==> config.mk <==
export PLATFORM = sky130hd
export DESIGN_NAME = dmpt_index
export DESIGN_NICKNAME = d
export VERILOG_FILES = /design/src/rtl/dmpt_pkg.sv /design/src/rtl/dmpt_index.sv
export SDC_FILE = /design/constraint.sdc
export NUM_CORES = 1
export LEC_CHECK = 0
export BUFFER_PORTS_ARGS = -buffer_cell sky130_fd_sc_hd__buf_2
export CAP_MARGIN = 20
export CORE_MARGIN = 2
export CORE_UTILIZATION = 29
export CTS_BUF_LIST = sky130_fd_sc_hd__clkbuf_2
export DETAILED_ROUTE_END_ITERATION = 12
export GPL_ROUTABILITY_DRIVEN = 1
export PLACE_DENSITY_LB_ADDON = 0.12
export SLEW_MARGIN = 15
export SYNTH_ARGS = -nofsm -noshare
export SYNTH_HDL_FRONTEND = slang
export SYNTH_SLANG_ARGS = --single-unit
==> constraint.sdc <==
create_clock -name clock -period 10.6 [get_ports clock]
set_input_delay 0.53 -clock clock [delete_from_list [all_inputs] [get_ports clock]]
set_output_delay 0.53 -clock clock [all_outputs]
set_load 0.01 [all_outputs]
==> src/rtl/dmpt_pkg.sv <==
// Shared types, constants and index functions for the partial trace block.
package dmpt_pkg;

   localparam int MAX_QUBITS = 6;
   localparam int QB_W       = $clog2(MAX_QUBITS);
   localparam int QCNT_W     = 3;
   localparam int MASK_W     = 6;
   localparam int POS_W      = 2 * MAX_QUBITS;
   localparam int ACC_DEPTH  = 1 << POS_W;
   localparam int ELEM_W     = 24;
   localparam int SUM_W      = 32;
   localparam int ACC_W      = 2 * SUM_W;
   localparam int PADDR_W    = 3;
   localparam int PDATA_W    = 32;

   // register decode uses the word address bit
   localparam logic REG_QUBIT_COUNT = 1'b0;
   localparam logic REG_TRACE_MASK  = 1'b1;

   localparam logic KIND_LOAD  = 1'b0;
   localparam logic KIND_DRAIN = 1'b1;

   typedef struct packed {
      logic                     kind;
      logic signed [ELEM_W-1:0] elem_real;
      logic signed [ELEM_W-1:0] elem_imag;
   } req_type;

   typedef struct packed {
      logic signed [SUM_W-1:0] sum_real;
      logic signed [SUM_W-1:0] sum_imag;
      logic                    last;
   } rsp_type;

   typedef struct packed {
      logic [QCNT_W-1:0] qubit_count;
      logic [MASK_W-1:0] trace_mask;
   } cfg_type;

   typedef struct packed {
      logic                     drain;
      logic                     wr;
      logic [POS_W-1:0]         addr;
      logic                     last;
      logic signed [ELEM_W-1:0] elem_real;
      logic signed [ELEM_W-1:0] elem_imag;
   } op_type;

   typedef struct packed {
      logic s1_valid;
      logic s1_drain;
      logic clearing;
   } acc_status_type;

   function automatic logic [QCNT_W-1:0] eff_n(logic [QCNT_W-1:0] count);
      logic [QCNT_W-1:0] n;
      n = count;
      if (count == '0) begin
         n = QCNT_W'(1);
      end else if (count > QCNT_W'(MAX_QUBITS)) begin
         n = QCNT_W'(MAX_QUBITS);
      end
      return n;
   endfunction

   // qubit q maps to index bit n-1-q
   function automatic logic [MAX_QUBITS-1:0] traced_bits(logic [QCNT_W-1:0] n,
                                                          logic [MASK_W-1:0] mask);
      logic [MAX_QUBITS-1:0] tb;
      tb = '0;
      for (int q = 0; q < MAX_QUBITS; q++) begin
         if ((q < int'(n)) && mask[q]) begin
            tb[QB_W'(int'(n) - 1 - q)] = 1'b1;
         end
      end
      return tb;
   endfunction

   function automatic logic [QCNT_W-1:0] kept_count(logic [QCNT_W-1:0] n,
                                                     logic [MAX_QUBITS-1:0] tb);
      logic [QCNT_W-1:0] c;
      c = '0;
      for (int b = 0; b < MAX_QUBITS; b++) begin
         if ((b < int'(n)) && !tb[b]) begin
            c = c + QCNT_W'(1);
         end
      end
      return c;
   endfunction

   function automatic logic [MAX_QUBITS-1:0] compact(logic [MAX_QUBITS-1:0] idx,
                                                     logic [QCNT_W-1:0] n,
                                                     logic [MAX_QUBITS-1:0] tb);
      logic [MAX_QUBITS-1:0] out_bits;
      logic [QB_W-1:0]       pos;
      out_bits = '0;
      pos      = '0;
      for (int b = 0; b < MAX_QUBITS; b++) begin
         if ((b < int'(n)) && !tb[b]) begin
            out_bits[pos] = idx[b];
            pos = pos + QB_W'(1);
         end
      end
      return out_bits;
   endfunction

   function automatic logic [SUM_W-1:0] sat_add(logic [SUM_W-1:0] acc,
                                                logic [ELEM_W-1:0] elem);
      logic [SUM_W:0] s;
      logic [SUM_W-1:0] r;
      s = {acc[SUM_W-1], acc} + {{(SUM_W + 1 - ELEM_W){elem[ELEM_W-1]}}, elem};
      r = s[SUM_W-1:0];
      if (s[SUM_W] != s[SUM_W-1]) begin
         r = s[SUM_W] ? {1'b1, {(SUM_W - 1){1'b0}}} : {1'b0, {(SUM_W - 1){1'b1}}};
      end
      return r;
   endfunction

endpackage

==> src/rtl/dmpt_index.sv <==
// Load and drain position counters and reduced-matrix address generation.
module dmpt_index (
   input  logic              clock,
   input  logic              reset,
   input  dmpt_pkg::cfg_type cfg,
   input  logic              restart,
   input  logic              accept,
   input  dmpt_pkg::req_type req,
   output dmpt_pkg::op_type  op
);

   localparam int NQ = dmpt_pkg::MAX_QUBITS;
   localparam int PW = dmpt_pkg::POS_W;

   logic [PW-1:0]               load_pos_ff;
   logic [PW-1:0]               load_pos_in;
   logic [PW-1:0]               drain_pos_ff;
   logic [PW-1:0]               drain_pos_in;
   logic [dmpt_pkg::QCNT_W-1:0] n;
   logic [dmpt_pkg::QCNT_W-1:0] m;
   logic [NQ-1:0]               tb;
   logic [NQ-1:0]               dmask;
   logic [PW-1:0]               smask;
   logic [PW-1:0]               rmask;
   logic [PW-1:0]               lp;
   logic [PW-1:0]               dp;
   logic [NQ-1:0]               row;
   logic [NQ-1:0]               col;
   logic [NQ-1:0]               k;
   logic [NQ-1:0]               l;
   logic                        hit;
   logic                        drain;

   always_comb begin
      n     = dmpt_pkg::eff_n(cfg.qubit_count);
      tb    = dmpt_pkg::traced_bits(n, cfg.trace_mask);
      m     = dmpt_pkg::kept_count(n, tb);
      dmask = ~({NQ{1'b1}} << n);
      smask = ~({PW{1'b1}} << {n, 1'b0});
      rmask = ~({PW{1'b1}} << {m, 1'b0});
      lp    = load_pos_ff & smask;
      dp    = drain_pos_ff & rmask;
      row   = NQ'(lp >> n) & dmask;
      col   = lp[NQ-1:0] & dmask;
      hit   = (row & tb) == (col & tb);
      k     = dmpt_pkg::compact(row, n, tb);
      l     = dmpt_pkg::compact(col, n, tb);
      drain = req.kind == dmpt_pkg::KIND_DRAIN;

      op.drain     = drain;
      op.wr        = drain || hit;
      op.addr      = drain ? dp : ((PW'(k) << m) | PW'(l));
      op.last      = dp == rmask;
      op.elem_real = req.elem_real;
      op.elem_imag = req.elem_imag;
   end

   always_comb begin
      load_pos_in  = load_pos_ff;
      drain_pos_in = drain_pos_ff;
      if (restart) begin
         load_pos_in  = '0;
         drain_pos_in = '0;
      end else if (accept) begin
         if (drain) begin
            drain_pos_in = (dp + PW'(1)) & rmask;
         end else begin
            load_pos_in = (lp + PW'(1)) & smask;
         end
      end
   end

   always_ff @(posedge clock) begin
      if (reset) begin
         load_pos_ff  <= '0;
         drain_pos_ff <= '0;
      end else begin
         load_pos_ff  <= load_pos_in;
         drain_pos_ff <= drain_pos_in;
      end
   end

endmodule

==> results of run 1 <==
-- worst reg2reg max path, delay by kind of cell (launching register included) --
kind | cells | cell delay (ps)
XOR/XNOR | 1 | 160
flip-flops | 1 | 500
AND/OR/NAND/NOR | 5 | 1290
-- state kept, by name, summed over array words and instances (netlist names) --
signal,count
drain_pos_ff,12
load_pos_ff,12
-- layer usage --
metal	vias to the layer above	track usage [%]	part of all wire [%]
met5	-	0	0
met4	0	6.46	2.6
met3	37	2.08	6.1
met2	236	29.9	46
met1	2429	25.7	45
li1	2396	-	-
-- worst max-delay path by stage --
stage | endpoint | slack (ps) | start | cells past startpoint
after floorplan | op[51] | 3980 | cfg[8] | 26
after global placement | op[57] | 1630 | cfg[7] | 23
after detailed placement | op[57] | 1680 | cfg[7] | 23
after CTS | op[57] | 1660 | cfg[7] | 23
after global routing | op[57] | 1320 | cfg[7] | 22
final | op[48] | 1870 | cfg[7] | 25
-- synthesized netlist by cell type, drive strengths merged, types with 5 or more instances --
cell	number
nand4	9
nor3	25
nand4b	5
a2111oi	6
nand2	54
clkbuf	25
ha	20
and2	8
and3	9
o2111ai	6
nand3b	6
a31oi	11
o31ai	5
o21a	5
a21oi	37
mux2i	16
xnor2	12
nor2	56
nand3	38
o211ai	15
buf	56
inv	23
o311ai	6
xor2	10
o21ai	37
and4	8
a211oi	10
a32oi	6
dfxtp	24
a221oi	5
a22oi	8
nor2b	10
or3	6
nor4	7
-- cell families after synthesis --
group | after synthesis | share of synthesized area [%]
fa+ha+maj | 21 | 5.75
compound gates | 204 | 32.2
mux | 17 | 3.65
buf+inv | 106 | 12.6
flops | 24 | 10.2
simple gates | 264 | 30.0
xor+xnor | 25 | 5.59
-- layout make-up --
class / instances / area (sq um) / area share, %
clock inverters: 1 / 30.0 / 0.642
inverters: 25 / 93.8 / 2.01
flip-flops and latches: 24 / 480 / 10.3
clock buffers: 3 / 15.0 / 0.321
repair buffers: 31 / 163 / 3.48
multi-input cells: 531 / 3630 / 77.5
well taps: 216 / 270 / 5.78
-- through the flow --
stage	setup WS (ps)	utilization, %	std cells
after floorplan	3980	-	661
after global placement	1630	29.1	826
after detailed placement	1680	29.1	826
after CTS	1660	29.4	830
after global routing	1320	29.5	831
final	1870	29.5	831
-- power by group through the flow --
stage	Sequential [mW]	Combinational, mW	Clock [mW]
after floorplan	0.0930	0.338	0
after global placement	0.0932	0.446	0
after detailed placement	0.0932	0.436	0
after CTS	0.0915	0.438	0.0656
after global routing	0.0917	0.491	0.0680
final	0.0915	0.451	0.0638
==> metrics.txt, run 1 <==
outcome=completed; VDD IR max=0.102 mV; via/cell ratio=6.13; port bufs=28; final slew viol count=0; Hold Path Sink=drain_pos_ff[1]$_SDFFE_PP0P_; Yosys warning count=0; highest clock rate=115 MHz; Post-Synthesis Net Count=744; die height=131 um; Most used DFF post-synth=dfxtp_1; worst-path fanout max=25; hpwl dp=13,000 um; FP Rows=46; internal power=274 uW; worst endpoint required time=10,070 ps; Fin Hold WS=429 ps; hold path depth=3; Worst path max stage delay=1120 ps; DIE AREA=17,200 sq um; core area=15,900 sq um; Hold WC Path Type=in -> reg; Switching Share=54.8%; Final Hold Vio Count=0; GRT overflow=0; fillers=1,807; I/O pin count=125; crit-path most repeated cell=ha_1; Netlist Area Pre-Place=4700 sq um; internal reg-to-reg setup slack=8570 ps; flops & latches, synth=24; r2r endpoint=drain_pos_ff[9]$_SDFFE_PP0P_; DR WL/cell=19.9 um; # clock sinks=24; switching power total=332 uW; CP top delay family=adder cells; RR Startpoint=drain_pos_ff[2]$_SDFFE_PP0P_; RSZ-0062 raised after global routing=no; cells on worst reg2reg path=6; Avg Cell Area, Syn=7.11 sq um; CTS max path bufs=2; total of max-cap violations=0; commonest non-fill, non-tap cells in the layout=nor2_1, nand2_1, nand3_1, a21oi_1, o21ai_0; gpl congestion=0.886; Inserted Clock Buffers=3; Post-CTS Resized=0; EDFF count, synth=0; share of power burned in registers=15.1%; fin area=4680 sq um; hold buffers post-CTS=0; Worst Min Path Start=accept; CP Launch Type=input port; antenna violations before repair=0; largest net degree at the start of global routing=33; DRC=0; main area contributors after synthesis=dfxtp_1, buf_4, ha_1, nor2_1, nand2_1; post-synth cell types=92; setup TNS=0 ps; Placed Area=4630 sq um; register area share after synthesis=10.2%; global-route usage over all layers=18.6%; share of cells above drive strength 1=10.2%; clk slew on worst S/H paths=250 ps; Slew HR=33.3%; Critical Path Slowest Stage Cell=fa_1; Synth-to-Final Area Change=-0.479%; CTS Root Cell=clkbuf_2; Final Net Count=699; Setup crit end kind=output port; total power=606 uW; DRT iter0 DRCs=582; Setup Skew=9.81 ps; Vias=5,098; Synth area leader=dfxtp_1; Routed WL=16,600 um; Starting Density=29.6%; htree depth=1; Antenna diodes=0; vias in the first global route=4,852; Logic pwr share=74.4%; WP buf/inv=6; Synth top area share=10.2%; CTS tree=done; DRT Pass-1 Iters=6; async set-reset flop share out of synthesis=0%; Chip Width=131 um; Post-DRT Antenna Nets=0; Post-CTS Setup Repair Bufs=0; Final Cycle Share=82.4%; Crit Path Category=in -> out; commonest non-fill, non-tap cell in the layout=nor2_1; Leak=1.65 nW; final setup fails=0; Worst Max-Slew Pin Slew=987 ps; Clock power frac=10.5%; clock latency on the worst-skew pair=380 ps; CP arrival=8200 ps; crit path time final=8730 ps; PD cells=130 nW/um^2; Gate Count Post-Synth=661; first-pass GRT wire length=26,700 um
Power figures use the tool's default switching activity.
==> inputs of run 2 (changes only) <==
==> constraint.sdc (replaced) <==
create_clock -name clock -period 7.1 [get_ports clock]
set_input_delay 0.355 -clock clock [delete_from_list [all_inputs] [get_ports clock]]
set_output_delay 0.355 -clock clock [all_outputs]
set_load 0.01 [all_outputs]
==> run 2 against run 1 <==
Against the previous run:
- combinational power increased by 66%
- die area unchanged
- critical path depth increased by 3
- largest power group unchanged
- sequential power increased by 50%
- sequential cell count unchanged
- via count increased by 1.2%
- hold slack got worse by 170 ps
- total power increased by 61%
- highest routed layer unchanged
- clock skew decreased by 2.5 ps
==> metrics.txt, run 2 (synthesis gave the netlist of run 1 again) <==
Vias=5,160; I/O pin count=125; worst-path fanout max=13; final slew viol count=0; DRT iter0 DRCs=520; crit-path most repeated cell=ha_1; hpwl dp=13,200 um; total of max-cap violations=0; Final Hold Vio Count=0; port bufs=28; clk slew on worst S/H paths=240 ps; CTS Root Cell=clkbuf_2; internal reg-to-reg setup slack=5050 ps; Worst path depth=28; largest net degree at the start of global routing=25; worst endpoint required time=6740 ps; Place WS=-60.8 ps; Slew HR=36.6%; first-pass GRT wire length=26,800 um; clock latency on the worst-skew pair=370 ps; DRC=0; final worst slack=278 ps; Worst path max stage delay=590 ps; hold buffers post-CTS=0; r2r endpoint=load_pos_ff[11]$_SDFFE_PP0P_; die height=131 um; via/cell ratio=6.08; Chip Width=131 um; gpl congestion=0.886; Setup crit end kind=output port; antenna violations before repair=0; Hold Path Sink=drain_pos_ff[1]$_SDFFE_PP0P_; Synth-to-Final Area Change=4.42%; setup TNS=0 ps; core area=15,900 sq um; DRT Pass-1 Iters=7; Final Cycle Share=96.1%; WP buf/inv=7; outcome=completed; commonest non-fill, non-tap cells in the layout=nor2_1, nand2_1, nand3_1, a21oi_1, o21ai_0; Worst Min Path Start=accept; Leak=1.75 nW; highest clock rate=147 MHz; global-route usage over all layers=18.8%; crit path time final=6820 ps; FP Rows=46; share of cells above drive strength 1=14.7%; CP Launch Type=input port; Inserted Clock Buffers=3; Top Registers=drain_pos_ff: 12 flops, load_pos_ff: 12 flops; Routed WL=16,800 um; CTS tree=done; final setup fails=0; vias in the first global route=4,821; RR Startpoint=load_pos_ff[4]$_SDFFE_PP0P_; DR WL/cell=19.8 um; Post-DRT Antenna Nets=0; hold path depth=3; CTS max path bufs=2; GRT overflow=0; VDD IR max=0.110 mV; Starting Density=29.6%; htree depth=1; PD cells=199 nW/um^2; Hold WC Path Type=in -> reg; Crit Path Category=in -> out; CP top delay family=compound AO/OA/AOI/OAI gates; DIE AREA=17,200 sq um; Antenna diodes=0; # clock sinks=24; commonest non-fill, non-tap cell in the layout=nor2_1; Worst Max-Slew Pin Slew=938 ps; CP arrival=6470 ps; cells on worst reg2reg path=7; Critical Path Slowest Stage Cell=or4_4; Setup Skew=7.30 ps; Final Net Count=717
==> run 2: cell count changes in the layout (fill, tap and decap cells not counted), sizes merged <==
cell    change
clkbuf      -1
buf        +19
==> run 2: area by class of cell <==
type                       count  area (sq um)
multi-input combinational    531          3720
clock inverter                 1          30.0
inverter                      25          93.8
sequential                    24           480
tap                          216           270
timing repair buffer          49           302
fill                        1810         11000
clock buffer                   3          15.0
==> run 2: what timing repair did <==
| action | in CTS | in global routing |
|---|---|---|
| pin swaps | 0 | 1 |
| buffers inserted | 0 | 2 |
| endpoints found under the setup margin | 1 | 14 |
| resized for setup | 1 | 19 |
==> run 2: worst max-delay path by stage <==
| stage | start | end |
|---|---|---|
| 6_report | cfg[8] | op[51] |
| 5_1_grt | cfg[8] | op[51] |
| 4_1_cts | cfg[8] | op[52] |
| 3_5_place_dp | cfg[8] | op[52] |
| 3_3_place_gp | cfg[8] | op[52] |
| 2_1_floorplan | cfg[8] | drain_pos_ff[10]$_SDFFE_PP0P_ |
==> run 2: worst reg2reg max path: stages, from the launching register on <==
cell and delay, ps:
dfxtp_1 460, nor2b_1 290, and4_1 290, nand2_1 70
nor2_1 210, nand3_1 180, or3_1 380, a21oi_1 140
==> run 2: power by group <==
part | internal [mW] | leakage, nW | switching (mW)
Combinational | 0.266 | 1.53 | 0.482
Sequential | 0.136 | 0.193 | 0.000860
Clock | 0.0485 | 0.0266 | 0.0453
Total | 0.450 | 1.75 | 0.528
==> run 2: layer usage <==
metal / GRT usage, % / up-vias / routed length (um) / part of all wire (%)
met3: 3.43 / 53 / 1190 / 7.1
met5: 0 / - / 0 / 0
met2: 30.0 / 212 / 7510 / 45
met1: 25.3 / 2459 / 7550 / 45
li1: - / 2436 / - / -
met4: 6.94 / 0 / 561 / 3.3
==> run 2: per-stage QoR <==
step / utilization, % / instance area [sq um] / total power, mW / hold WS, ps / cells
2_1_floorplan: - / 4700 / 0.643 / 450 / 661
6_report: 30.9 / 4910 / 0.978 / 260 / 849
3_5_place_dp: 29.9 / 4750 / 0.822 / 483 / 843
5_1_grt: 30.9 / 4910 / 1.05 / 256 / 849
4_1_cts: 30.2 / 4800 / 0.923 / 248 / 847
3_3_place_gp: 29.9 / 4750 / 0.831 / 483 / 843
