### src/rtl/dmpt_pkg.sv
// Shared types, constants and index functions for the partial trace block.
package dmpt_pkg;

   localparam int MAX_QUBITS = 6;
   localparam int QB_W       = $clog2(MAX_QUBITS);
   localparam int QCNT_W     = 3;
   localparam int MASK_W     = 6;
   localparam int POS_W      = 2 * MAX_QUBITS;
   localparam int ACC_DEPTH  = 1 << POS_W;
   localparam int ELEM_W     = 24;
   localparam int SUM_W      = 32;
   localparam int ACC_W      = 2 * SUM_W;
   localparam int PADDR_W    = 3;
   localparam int PDATA_W    = 32;

   // register decode uses the word address bit
   localparam logic REG_QUBIT_COUNT = 1'b0;
   localparam logic REG_TRACE_MASK  = 1'b1;

   localparam logic KIND_LOAD  = 1'b0;
   localparam logic KIND_DRAIN = 1'b1;

   typedef struct packed {
      logic                     kind;
      logic signed [ELEM_W-1:0] elem_real;
      logic signed [ELEM_W-1:0] elem_imag;
   } req_type;

   typedef struct packed {
      logic signed [SUM_W-1:0] sum_real;
      logic signed [SUM_W-1:0] sum_imag;
      logic                    last;
   } rsp_type;

   typedef struct packed {
      logic [QCNT_W-1:0] qubit_count;
      logic [MASK_W-1:0] trace_mask;
   } cfg_type;

   typedef struct packed {
      logic                     drain;
      logic                     wr;
      logic [POS_W-1:0]         addr;
      logic                     last;
      logic signed [ELEM_W-1:0] elem_real;
      logic signed [ELEM_W-1:0] elem_imag;
   } op_type;

   typedef struct packed {
      logic s1_valid;
      logic s1_drain;
      logic clearing;
   } acc_status_type;

   function automatic logic [QCNT_W-1:0] eff_n(logic [QCNT_W-1:0] count);
      logic [QCNT_W-1:0] n;
      n = count;
      if (count == '0) begin
         n = QCNT_W'(1);
      end else if (count > QCNT_W'(MAX_QUBITS)) begin
         n = QCNT_W'(MAX_QUBITS);
      end
      return n;
   endfunction

   // qubit q maps to index bit n-1-q
   function automatic logic [MAX_QUBITS-1:0] traced_bits(logic [QCNT_W-1:0] n,
                                                          logic [MASK_W-1:0] mask);
      logic [MAX_QUBITS-1:0] tb;
      tb = '0;
      for (int q = 0; q < MAX_QUBITS; q++) begin
         if ((q < int'(n)) && mask[q]) begin
            tb[QB_W'(int'(n) - 1 - q)] = 1'b1;
         end
      end
      return tb;
   endfunction

   function automatic logic [QCNT_W-1:0] kept_count(logic [QCNT_W-1:0] n,
                                                     logic [MAX_QUBITS-1:0] tb);
      logic [QCNT_W-1:0] c;
      c = '0;
      for (int b = 0; b < MAX_QUBITS; b++) begin
         if ((b < int'(n)) && !tb[b]) begin
            c = c + QCNT_W'(1);
         end
      end
      return c;
   endfunction

   function automatic logic [MAX_QUBITS-1:0] compact(logic [MAX_QUBITS-1:0] idx,
                                                     logic [QCNT_W-1:0] n,
                                                     logic [MAX_QUBITS-1:0] tb);
      logic [MAX_QUBITS-1:0] out_bits;
      logic [QB_W-1:0]       pos;
      out_bits = '0;
      pos      = '0;
      for (int b = 0; b < MAX_QUBITS; b++) begin
         if ((b < int'(n)) && !tb[b]) begin
            out_bits[pos] = idx[b];
            pos = pos + QB_W'(1);
         end
      end
      return out_bits;
   endfunction

   function automatic logic [SUM_W-1:0] sat_add(logic [SUM_W-1:0] acc,
                                                logic [ELEM_W-1:0] elem);
      logic [SUM_W:0] s;
      logic [SUM_W-1:0] r;
      s = {acc[SUM_W-1], acc} + {{(SUM_W + 1 - ELEM_W){elem[ELEM_W-1]}}, elem};
      r = s[SUM_W-1:0];
      if (s[SUM_W] != s[SUM_W-1]) begin
         r = s[SUM_W] ? {1'b1, {(SUM_W - 1){1'b0}}} : {1'b0, {(SUM_W - 1){1'b1}}};
      end
      return r;
   endfunction

endpackage

### src/rtl/dmpt_csr.sv
// Configuration registers behind the APB-style port.
module dmpt_csr (
   input  logic                           clock,
   input  logic                           reset,
   input  logic                           psel,
   input  logic                           penable,
   input  logic                           pwrite,
   input  logic [dmpt_pkg::PADDR_W-1:0]   paddr,
   input  logic [dmpt_pkg::PDATA_W-1:0]   pwdata,
   output logic [dmpt_pkg::PDATA_W-1:0]   prdata,
   output logic                           pready,
   output dmpt_pkg::cfg_type              cfg,
   output logic                           restart
);

   logic [dmpt_pkg::QCNT_W-1:0] qubit_count_ff;
   logic [dmpt_pkg::QCNT_W-1:0] qubit_count_in;
   logic [dmpt_pkg::MASK_W-1:0] trace_mask_ff;
   logic [dmpt_pkg::MASK_W-1:0] trace_mask_in;
   logic                        wr_en;

   assign pready  = 1'b1;
   assign wr_en   = psel && penable && pwrite;
   assign restart = wr_en;

   always_comb begin
      qubit_count_in = qubit_count_ff;
      trace_mask_in  = trace_mask_ff;
      if (wr_en) begin
         case (paddr[2])
            dmpt_pkg::REG_QUBIT_COUNT: qubit_count_in = pwdata[dmpt_pkg::QCNT_W-1:0];
            dmpt_pkg::REG_TRACE_MASK:  trace_mask_in  = pwdata[dmpt_pkg::MASK_W-1:0];
            default: ;
         endcase
      end
   end

   always_ff @(posedge clock) begin
      if (reset) begin
         qubit_count_ff <= dmpt_pkg::QCNT_W'(1);
         trace_mask_ff  <= '0;
      end else begin
         qubit_count_ff <= qubit_count_in;
         trace_mask_ff  <= trace_mask_in;
      end
   end

   always_comb begin
      case (paddr[2])
         dmpt_pkg::REG_QUBIT_COUNT:
            prdata = dmpt_pkg::PDATA_W'(qubit_count_ff);
         dmpt_pkg::REG_TRACE_MASK:
            prdata = dmpt_pkg::PDATA_W'(trace_mask_ff);
         default:
            prdata = '0;
      endcase
   end

   assign cfg.qubit_count = qubit_count_ff;
   assign cfg.trace_mask  = trace_mask_ff;

endmodule

### config.mk
export PLATFORM = sky130hd
export DESIGN_NAME = dmpt_csr
export DESIGN_NICKNAME = d
export VERILOG_FILES = /design/src/rtl/dmpt_pkg.sv /design/src/rtl/dmpt_csr.sv
export SDC_FILE = /design/constraint.sdc
export NUM_CORES = 1
export LEC_CHECK = 0
export BUFFER_PORTS_ARGS = -buffer_cell sky130_fd_sc_hd__buf_2
export CAP_MARGIN = 20
export CELL_PAD_IN_SITES_DETAIL_PLACEMENT = 0
export CELL_PAD_IN_SITES_GLOBAL_PLACEMENT = 1
export CORE_ASPECT_RATIO = 0.9
export CORE_MARGIN = 8
export CORE_UTILIZATION = 22
export CTS_CLUSTER_DIAMETER = 30
export CTS_CLUSTER_SIZE = 28
export DETAILED_ROUTE_END_ITERATION = 10
export PLACE_DENSITY_LB_ADDON = 0.1
export SLEW_MARGIN = 5
export SYNTH_ARGS = -nofsm -noshare
export SYNTH_HDL_FRONTEND = slang
export SYNTH_SLANG_ARGS = --single-unit
### constraint.sdc
create_clock -name clock -period 1.3 [get_ports clock]
set_clock_uncertainty 0.15 [all_clocks]
set_input_delay 0.065 -clock clock [delete_from_list [all_inputs] [get_ports clock]]
set_output_delay 0.065 -clock clock [all_outputs]
set_load 0.03 [all_outputs]
==> impl_metrics.csv, run 1 <==
group,metric,value,unit
power,powerDensity,859,nW/µm²
grt,grt.total_usage,6.20,%
final_layout,antenna_cells,0,
power,vdd_drop_max,0.405,mV
placement,io_buffers,27,
die,dieArea,5280,µm²
run_status,status,"completed",
clock_tree,cts_tree,"built",
worst_setup_path,ff2ff_path_depth,2,
sta,min_period,1.24,ns
final_layout,final-seq-area,180,µm²
die,num_rows,19,
die,initial_core_util,23.0,%
clock_tree,clkSinkCount,9,
clock_tree,path_clk_slew,0.06,ns
grt,grt_antenna_before_repair,0,
routing,wl_per_cell,10.9,µm
yosys,yosys_warnings,0,
final_layout,drive_gt1_share,34.3,%
sta,fin_hold_ws,0.0553,ns
worst_setup_path,r2r_end,"qubit_count_ff[2]$_SDFFE_PP0P_",
worst_setup_path,worstPathArrival,1.02,ns
grt,grt.overflow.total,0,
min_path,hold_path_depth,3,
clock_tree,cts_max_path_buffers,2,
worst_setup_path,r2r-start,"qubit_count_ff[2]$_SDFFE_PP0P_",
final_layout,fillers,352,
die,num_io_pins,83,
routing,ant_nets,0,
grt,grt_max_degree,17,
final_layout,fin_nets,149,
worst_setup_path,crit_required,1.09,ns
routing,wl,1.64,mm
die,die-height,69.7,µm
worst_setup_path,start_kind,"flip-flop",
sta,slew_violations,0,
sta,tns,0,ns
yosys,syn_area,706,µm²
min_path,whs_endpoint,"trace_mask_ff[2]$_SDFFE_PP0P_",
grt,grt_pass1_vias,526,
placement,globalplace.congestion,0.697,
clock_tree,cts_buffers,3,
routing,drt_iter0_drc,25,
final_layout,syn_to_final_growth,17.9,%
worst_setup_path,worstSetupPathType,"flip-flop to output pin",
routing,first_pass_iters,4,
worst_setup_path,r2r_slack,0.39,ns
yosys,syn_area_per_cell,9.16,µm²
placement,post-dp-hpwl,1.35,mm
final_layout,multi_input_area,378,µm²
job,maxCapViolCount,0,
die,coreArea,3070,µm²
die,die_w,75.7,µm
clock_tree,clock_latency,0.26,ns
routing,wl_met3,148,µm
sta,setup_viol_count_final,0,
routing,met1_length,727,µm
clock_tree,cts_hold_buf,6,
yosys,ys_seq_area_share,25.5,%
clock_tree,cts_setup_buffers,0,
routing,vias_per_cell,3.43,
clock_tree,h-tree-depth,1,
worst_setup_path,end_kind,"output pin",
routing,drc,0,
yosys,synth.distinct_cells,15,
sta,fmax,807,MHz
final_layout,final_cell_mix,"conb_1 (27), buf_2 (27), nand2b_1 (12), mux2i_1 (9), dfxtp_1 (9)",
clock_tree,cts-root-buf,"clkbuf_4",
yosys,synthCells,77,
min_path,holdCritPathClass,"input port to flip-flop",
min_path,hold_start,"pwrite",
sta,period_share,95.3,%
routing,dr.max_layer_used,"met4",
routing,vias,514,
grt,grt_pass1_wl,2.51,mm
worst_setup_path,path_max_fanout,3,
sta,hold_violations,0,
sta,grt_setup_unrepaired,"false",
power,p_leak,0.433,nW
routing,wl_met2,742,µm
clock_tree,ctsResizeCount,0,
yosys,ys_seq_elements,9,
-- cells in the mapped netlist (all sizes together) --
| cell | n | share of area, % |
|---|---|---|
| buf | 30 | 34 |
| nand2b | 12 | 11 |
| dfxtp | 9 | 26 |
| mux2i | 9 | 13 |
| and2 | 3 | 3.2 |
| mux2 | 3 | 4.8 |
| conb | 2 | 1.1 |
| nor2 | 2 | 1.1 |
| or2b | 2 | 2.1 |
| and3 | 1 | 0.89 |
| and4 | 1 | 1.4 |
| and4b | 1 | 1.4 |
| clkbuf | 1 | 0.71 |
| nand4 | 1 | 0.89 |
-- worst max-delay path by stage --
stage / start / to
3_5_place_dp: paddr[2] / qubit_count_ff[2]$_SDFFE_PP0P_
5_1_grt: qubit_count_ff[2]$_SDFFE_PP0P_ / prdata[2]
4_1_cts: trace_mask_ff[0]$_SDFFE_PP0P_ / prdata[0]
3_3_place_gp: paddr[2] / qubit_count_ff[1]$_SDFFE_PP0P_
2_1_floorplan: qubit_count_ff[1]$_SDFFE_PP0P_ / qubit_count_ff[1]$_SDFFE_PP0P_
6_report: trace_mask_ff[1]$_SDFFE_PP0P_ / prdata[1]
-- registers in the layout, indices dropped and copies added, names as in the netlist --
name            flops
qubit_count_ff      3
trace_mask_ff       6
-- per-stage QoR --
step	instances	utilization [%]	setup WS, ns	power [mW]	cell area [µm²]
after global routing	150	27.1	0.00319	0.764	832
after floorplan	102	-	0.242	0.523	800
after CTS	150	27.1	0.0368	0.736	832
final	150	27.1	0.0606	0.715	832
after global placement	140	24.3	0.237	0.492	746
after detailed placement	140	24.3	0.221	0.493	746
-- cells by family after synthesis --
family | count (synthesis) | synth area share, %
other cells | 2 | 1.06
mux | 12 | 17.6
simple gates | 23 | 21.6
buf+inv | 31 | 34.2
flops | 9 | 25.5
-- routing by layer --
| layer | vias up | global-route usage [%] |
|---|---|---|
| met5 | - | 0 |
| met4 | 0 | 3.20 |
| met3 | 2 | 2.60 |
| met2 | 29 | 9.49 |
| met1 | 226 | 7.03 |
| li1 | 257 | - |
-- critical path: stages, from the launching register on --
cell     delay, ns
dfxtp_1       0.32
mux2_2        0.27
buf_2         0.18
-- report_power, final --
group / internal (mW) / switching (mW) / total (mW)
Clock: 0.118 / 0.0959 / 0.214
Combinational: 0.0521 / 0.163 / 0.215
Sequential: 0.282 / 0.00392 / 0.286
-- area by class of cell --
class                      count  share of cell area [%]
clock buffer                   4                    3.16
multi-input combinational     62                    45.4
sequential                     9                    21.7
tap                           42                    6.32
timing repair buffer          33                    23.5
Note: power is estimated with default switching activity, not from simulation.
==> inputs of run 2 (changes only) <==
--- a/config.mk
+++ b/config.mk
@@ -16,6 +16,7 @@
 export CTS_CLUSTER_SIZE = 28
 export DETAILED_ROUTE_END_ITERATION = 10
 export PLACE_DENSITY_LB_ADDON = 0.1
+export RECOVER_POWER = 25
 export SLEW_MARGIN = 5
 export SYNTH_ARGS = -nofsm -noshare
 export SYNTH_HDL_FRONTEND = slang
==> impl_metrics.csv, run 2 (synthesized netlist as in run 1, its figures left out) <==
group,metric,value,unit
grt,grt.total_usage,6.20,%
placement,globalplace.congestion,0.697,
grt,grt_pass1_wl,2.51,mm
final_layout,regMostFlops,"trace_mask_ff",
worst_setup_path,r2r-start,"qubit_count_ff[2]$_SDFFE_PP0P_",
clock_tree,cts_buffers,3,
worst_setup_path,crit_chain,"mux2_2 > buf_2",
worst_setup_path,ff2ff_path_depth,2,
routing,wl,1.64,mm
die,initial_core_util,23.0,%
worst_setup_path,crit_family,"flip-flops",
clock_tree,cts_setup_buffers,0,
min_path,hold_path_depth,3,
power,p_total,714,µW
worst_setup_path,r2r_slack,0.39,ns
routing,vias_per_cell,3.43,
final_layout,antenna_cells,0,
final_layout,fin_nets,149,
worst_setup_path,crit_required,1.09,ns
final_layout,syn_to_final_growth,17.6,%
final_layout,fillers,354,
placement,post-dp-hpwl,1.35,mm
sta,grt_setup_unrepaired,"false",
placement,io_buffers,27,
routing,vias,514,
power,powerDensity,861,nW/µm²
routing,first_pass_iters,4,
worst_setup_path,r2r_end,"qubit_count_ff[2]$_SDFFE_PP0P_",
power,p_leak,0.426,nW
sta,fmax,807,MHz
grt,grt_pass1_vias,526,
clock_tree,h-tree-depth,1,
sta,tns,0,ns
final_layout,drive_gt1_share,32.4,%
die,num_io_pins,83,
worst_setup_path,path_buf_inv,1,
final_layout,final-seq-area,180,µm²
worst_setup_path,worstSetupPathType,"flip-flop to output pin",
sta,hold_violations,0,
min_path,whs_endpoint,"trace_mask_ff[2]$_SDFFE_PP0P_",
clock_tree,cts_tree,"built",
die,coreArea,3070,µm²
die,die-height,69.7,µm
worst_setup_path,end_kind,"output pin",
worst_setup_path,critPathMaxStageDelay,0.32,ns
sta,period_share,95.3,%
die,die_w,75.7,µm
sta,slew_violations,0,
min_path,hold_start,"pwrite",
final_layout,multi_input_area,378,µm²
min_path,holdCritPathClass,"input port to flip-flop",
worst_setup_path,cp_slowest_cell,"dfxtp_1",
sta,min_period,1.24,ns
clock_tree,path_clk_slew,0.06,ns
clock_tree,cts_max_path_buffers,2,
placement,dp_cells,140,
grt,grt_antenna_before_repair,0,
clock_tree,clock_latency,0.26,ns
final_layout,final_cell_mix,"conb_1 (27), buf_2 (25), nand2b_1 (12), mux2i_1 (9), dfxtp_1 (9)",
die,num_rows,19,
clock_tree,clkSinkCount,9,
worst_setup_path,start_kind,"flip-flop",
worst_setup_path,path_max_fanout,3,
final_layout,final_common_cell,"conb_1",
final_layout,finalNonFillerCells,150,
job,maxCapViolCount,0,
grt,grt_max_degree,17,
power,vdd_drop_max,0.405,mV
run_status,status,"completed",
worst_setup_path,worstPathArrival,1.02,ns
routing,drc,0,
clock_tree,cts-root-buf,"clkbuf_4",
final_layout,largest_reg_flops,6,
final_layout,utilization,27.1,%
sta,setup_viol_count_final,0,
die,dieArea,5280,µm²
routing,drt_iter0_drc,25,
routing,ant_nets,0,
final_layout,reg.largest.list,"trace_mask_ff: 6 flops, qubit_count_ff: 3 flops",
routing,wl_per_cell,10.9,µm
grt,grt.overflow.total,0,
-- run 2: worst register-to-register path, stage by stage, from the launching register on --
cell,delay [ns]
dfxtp_1,0.35
or2b_1,0.23
mux2i_1,0.11
-- run 2: area by class of cell --
cell class	instances	area share (%)
clock buffers	4	3.17
well taps	42	6.33
flip-flops and latches	9	21.7
multi-input cells	62	45.6
repair buffers	33	23.2
-- run 2: repair_timing --
action,CTS,global route
resized for setup,0,0
hold endpoints to repair,9,0
hold buffers,6,0
-- run 2: how the worst max path moves through the flow --
stage	from	to	depth (start not counted)
final	trace_mask_ff[1]$_SDFFE_PP0P_	prdata[1]	2
after global routing	qubit_count_ff[2]$_SDFFE_PP0P_	prdata[2]	2
after CTS	trace_mask_ff[0]$_SDFFE_PP0P_	prdata[0]	2
after detailed placement	paddr[2]	qubit_count_ff[2]$_SDFFE_PP0P_	3
after global placement	paddr[2]	qubit_count_ff[1]$_SDFFE_PP0P_	3
after floorplan	qubit_count_ff[1]$_SDFFE_PP0P_	qubit_count_ff[1]$_SDFFE_PP0P_	2
-- run 2: power breakdown --
part	switching, mW	total, mW	internal (mW)	leakage [nW]
Sequential	0.00392	0.286	0.282	0.0729
Clock	0.0959	0.214	0.118	0.0150
Combinational	0.163	0.214	0.0514	0.338
Total	0.263	0.714	0.451	0.426
-- run 2: metrics by stage --
step           cell area (µm²)  setup slack, ns  hold slack [ns]
3_5_place_dp               746            0.221            0.187
5_1_grt                    830          0.00319           0.0565
2_1_floorplan              800            0.242           0.0697
3_3_place_gp               746            0.237            0.180
4_1_cts                    832           0.0368           0.0500
6_report                   830           0.0606           0.0553
-- run 2: metal layers --
metal  share of wire [%]  routed length (µm)  GRT usage (%)  vias up
met5                   0                   0              0        -
met4                 1.3                  21           3.20        0
met3                 9.0                 148           2.60        2
met2                  45                 742           9.49       29
met1                  44                 730           7.03      226
li1                    -                   -              -      257
==> inputs of run 3 (changes only) <==
--- a/config.mk
+++ b/config.mk
@@ -11,7 +11,7 @@
 export CELL_PAD_IN_SITES_GLOBAL_PLACEMENT = 1
 export CORE_ASPECT_RATIO = 0.9
 export CORE_MARGIN = 8
-export CORE_UTILIZATION = 22
+export CORE_UTILIZATION = 19
 export CTS_CLUSTER_DIAMETER = 30
 export CTS_CLUSTER_SIZE = 28
 export DETAILED_ROUTE_END_ITERATION = 10
==> constraint.sdc (replaced) <==
create_clock -name clock -period 1.05 [get_ports clock]
set_clock_uncertainty 0.15 [all_clocks]
set_input_delay 0.0525 -clock clock [delete_from_list [all_inputs] [get_ports clock]]
set_output_delay 0.0525 -clock clock [all_outputs]
set_load 0.03 [all_outputs]
==> impl_metrics.csv, run 3 (synthesized netlist as in run 1, its figures left out) <==
group,metric,value,unit
power,vdd_drop_max,0.436,mV
clock_tree,cts-root-buf,"clkbuf_8",
final_layout,regMostFlops,"trace_mask_ff",
sta,grt_setup_unrepaired,"true",
worst_setup_path,start_kind,"flip-flop",
clock_tree,path_clk_slew,0.05,ns
routing,vias_per_cell,3.33,
placement,post-dp-hpwl,1.39,mm
routing,wl,1.75,mm
final_layout,final_cell_mix,"conb_1 (27), buf_2 (16), nand2b_1 (12), buf_6 (10)",
final_layout,reg.largest.list,"trace_mask_ff: 6 flops, qubit_count_ff: 3 flops",
sta,slew_violations,0,
die,num_io_pins,83,
sta,hold_violations,0,
worst_setup_path,path_buf_inv,1,
routing,first_pass_iters,2,
die,dieArea,5920,µm²
grt,grt.overflow.total,0,
sta,min_period,1.16,ns
die,num_rows,21,
final_layout,largest_reg_flops,6,
run_status,status,"complete, but fails checks",
min_path,holdCritPathClass,"input port to flip-flop",
worst_setup_path,end_kind,"output pin",
placement,globalplace.congestion,0.612,
run_status,violations,"setup timing",
worst_setup_path,crit_required,0.85,ns
clock_tree,h-tree-depth,1,
final_layout,final_common_cell,"conb_1",
final_layout,fin_nets,154,
sta,tns,-0.310,ns
die,coreArea,3650,µm²
routing,drt_iter0_drc,14,
final_layout,drive_gt1_share,44.2,%
clock_tree,cts_buffers,3,
final_layout,utilization,26.9,%
routing,wl_per_cell,11.0,µm
sta,setup_viol_count_final,3,
power,p_leak,0.488,nW
placement,place_ws,-0.0408,ns
clock_tree,clkSinkCount,9,
die,die-height,73.8,µm
final_layout,fillers,415,
grt,grt_pass1_vias,546,
die,die_w,80.2,µm
worst_setup_path,crit_family,"flip-flops",
sta,period_share,110,%
routing,ant_nets,0,
power,powerDensity,1070,nW/µm²
worst_setup_path,path_max_fanout,3,
routing,vias,530,
worst_setup_path,worstSetupPathType,"flip-flop to output pin",
die,initial_core_util,19.3,%
worst_setup_path,critPathMaxStageDelay,0.33,ns
power,p_total,1.05,mW
final_layout,syn_to_final_growth,39.0,%
clock_tree,cts_max_path_buffers,2,
routing,drc,0,
clock_tree,cts_tree,"built",
job,maxCapViolCount,0,
grt,grt_antenna_before_repair,0,
placement,io_buffers,27,
sta,worst_slack,-0.108,ns
grt,grt_max_degree,17,
final_layout,antenna_cells,0,
worst_setup_path,cp_slowest_cell,"dfxtp_2",
clock_tree,clock_latency,0.23,ns
sta,fmax,863,MHz
grt,grt.total_usage,5.84,%
worst_setup_path,worstPathArrival,0.96,ns
grt,grt_pass1_wl,2.61,mm
worst_setup_path,crit_chain,"mux2_4 > buf_6",
-- run 3: changes by cell type in the layout (fill, tap and decap cells not counted), moves of 5 or more --
cell / previous run / this run
buf_4: 0 / 5
buf_2: 25 / 16
dfxtp_1: 9 / 0
dfxtp_2: 0 / 9
buf_6: 0 / 10
-- run 3: worst min-delay path, stage by stage --
cell     delay [ns]
buf_2          0.17
nor2_1         0.11
mux2i_1        0.07
-- run 3: per-stage QoR --
stage | instance area [µm²] | hold slack (ns) | std cells
after floorplan | 802 | 0.0572 | 102
after global placement | 753 | 0.174 | 144
after detailed placement | 753 | 0.176 | 144
after CTS | 960 | 0.0680 | 158
after global routing | 981 | 0.0970 | 159
final | 981 | 0.0718 | 159
-- run 3: where the power goes --
group	internal (mW)	total, mW	switching, mW
sequential	0.352	0.357	0.00481
combinational	0.0835	0.291	0.208
clock	0.265	0.404	0.140
-- run 3: final timing paths --
path | startpoint | to | slack [ns] | cells past startpoint
worst max-delay path | trace_mask_ff[1]$_SDFFE_PP0P_ | prdata[1] | -0.11 | 2
worst min-delay path | reset | qubit_count_ff[0]$_SDFFE_PP1P_ | 0.07 | 3
worst max register to register | qubit_count_ff[1]$_SDFFE_PP0P_ | qubit_count_ff[1]$_SDFFE_PP0P_ | 0.06 | 3
worst min register to register | trace_mask_ff[3]$_SDFFE_PP0P_ | trace_mask_ff[3]$_SDFFE_PP0P_ | 0.32 | 2
-- run 3: per-layer routing --
layer	global-route usage [%]	up-vias	share of wire, %	routed length, µm
met4	2.42	0	1.5	26
met5	0	-	0	0
met2	9.33	28	49	858
li1	-	263	-	-
met1	6.24	237	38	672
met3	3.18	2	11	193
-- run 3: layout make-up --
| cell class | count | area [µm²] | area share [%] |
|---|---|---|---|
| Multi-Input combinational cell | 62 | 393 | 40.1 |
| Timing Repair Buffer | 38 | 294 | 30.0 |
| Sequential cell | 9 | 191 | 19.5 |
| Tap cell | 46 | 57.6 | 5.87 |
| Clock buffer | 4 | 45.0 | 4.59 |
-- run 3: timing repair --
item,CTS,global route
setup buffers,4,1
hold buffers,6,0
resized for setup,29,4
hold endpoints to repair,9,0
endpoints found under the setup margin,6,9
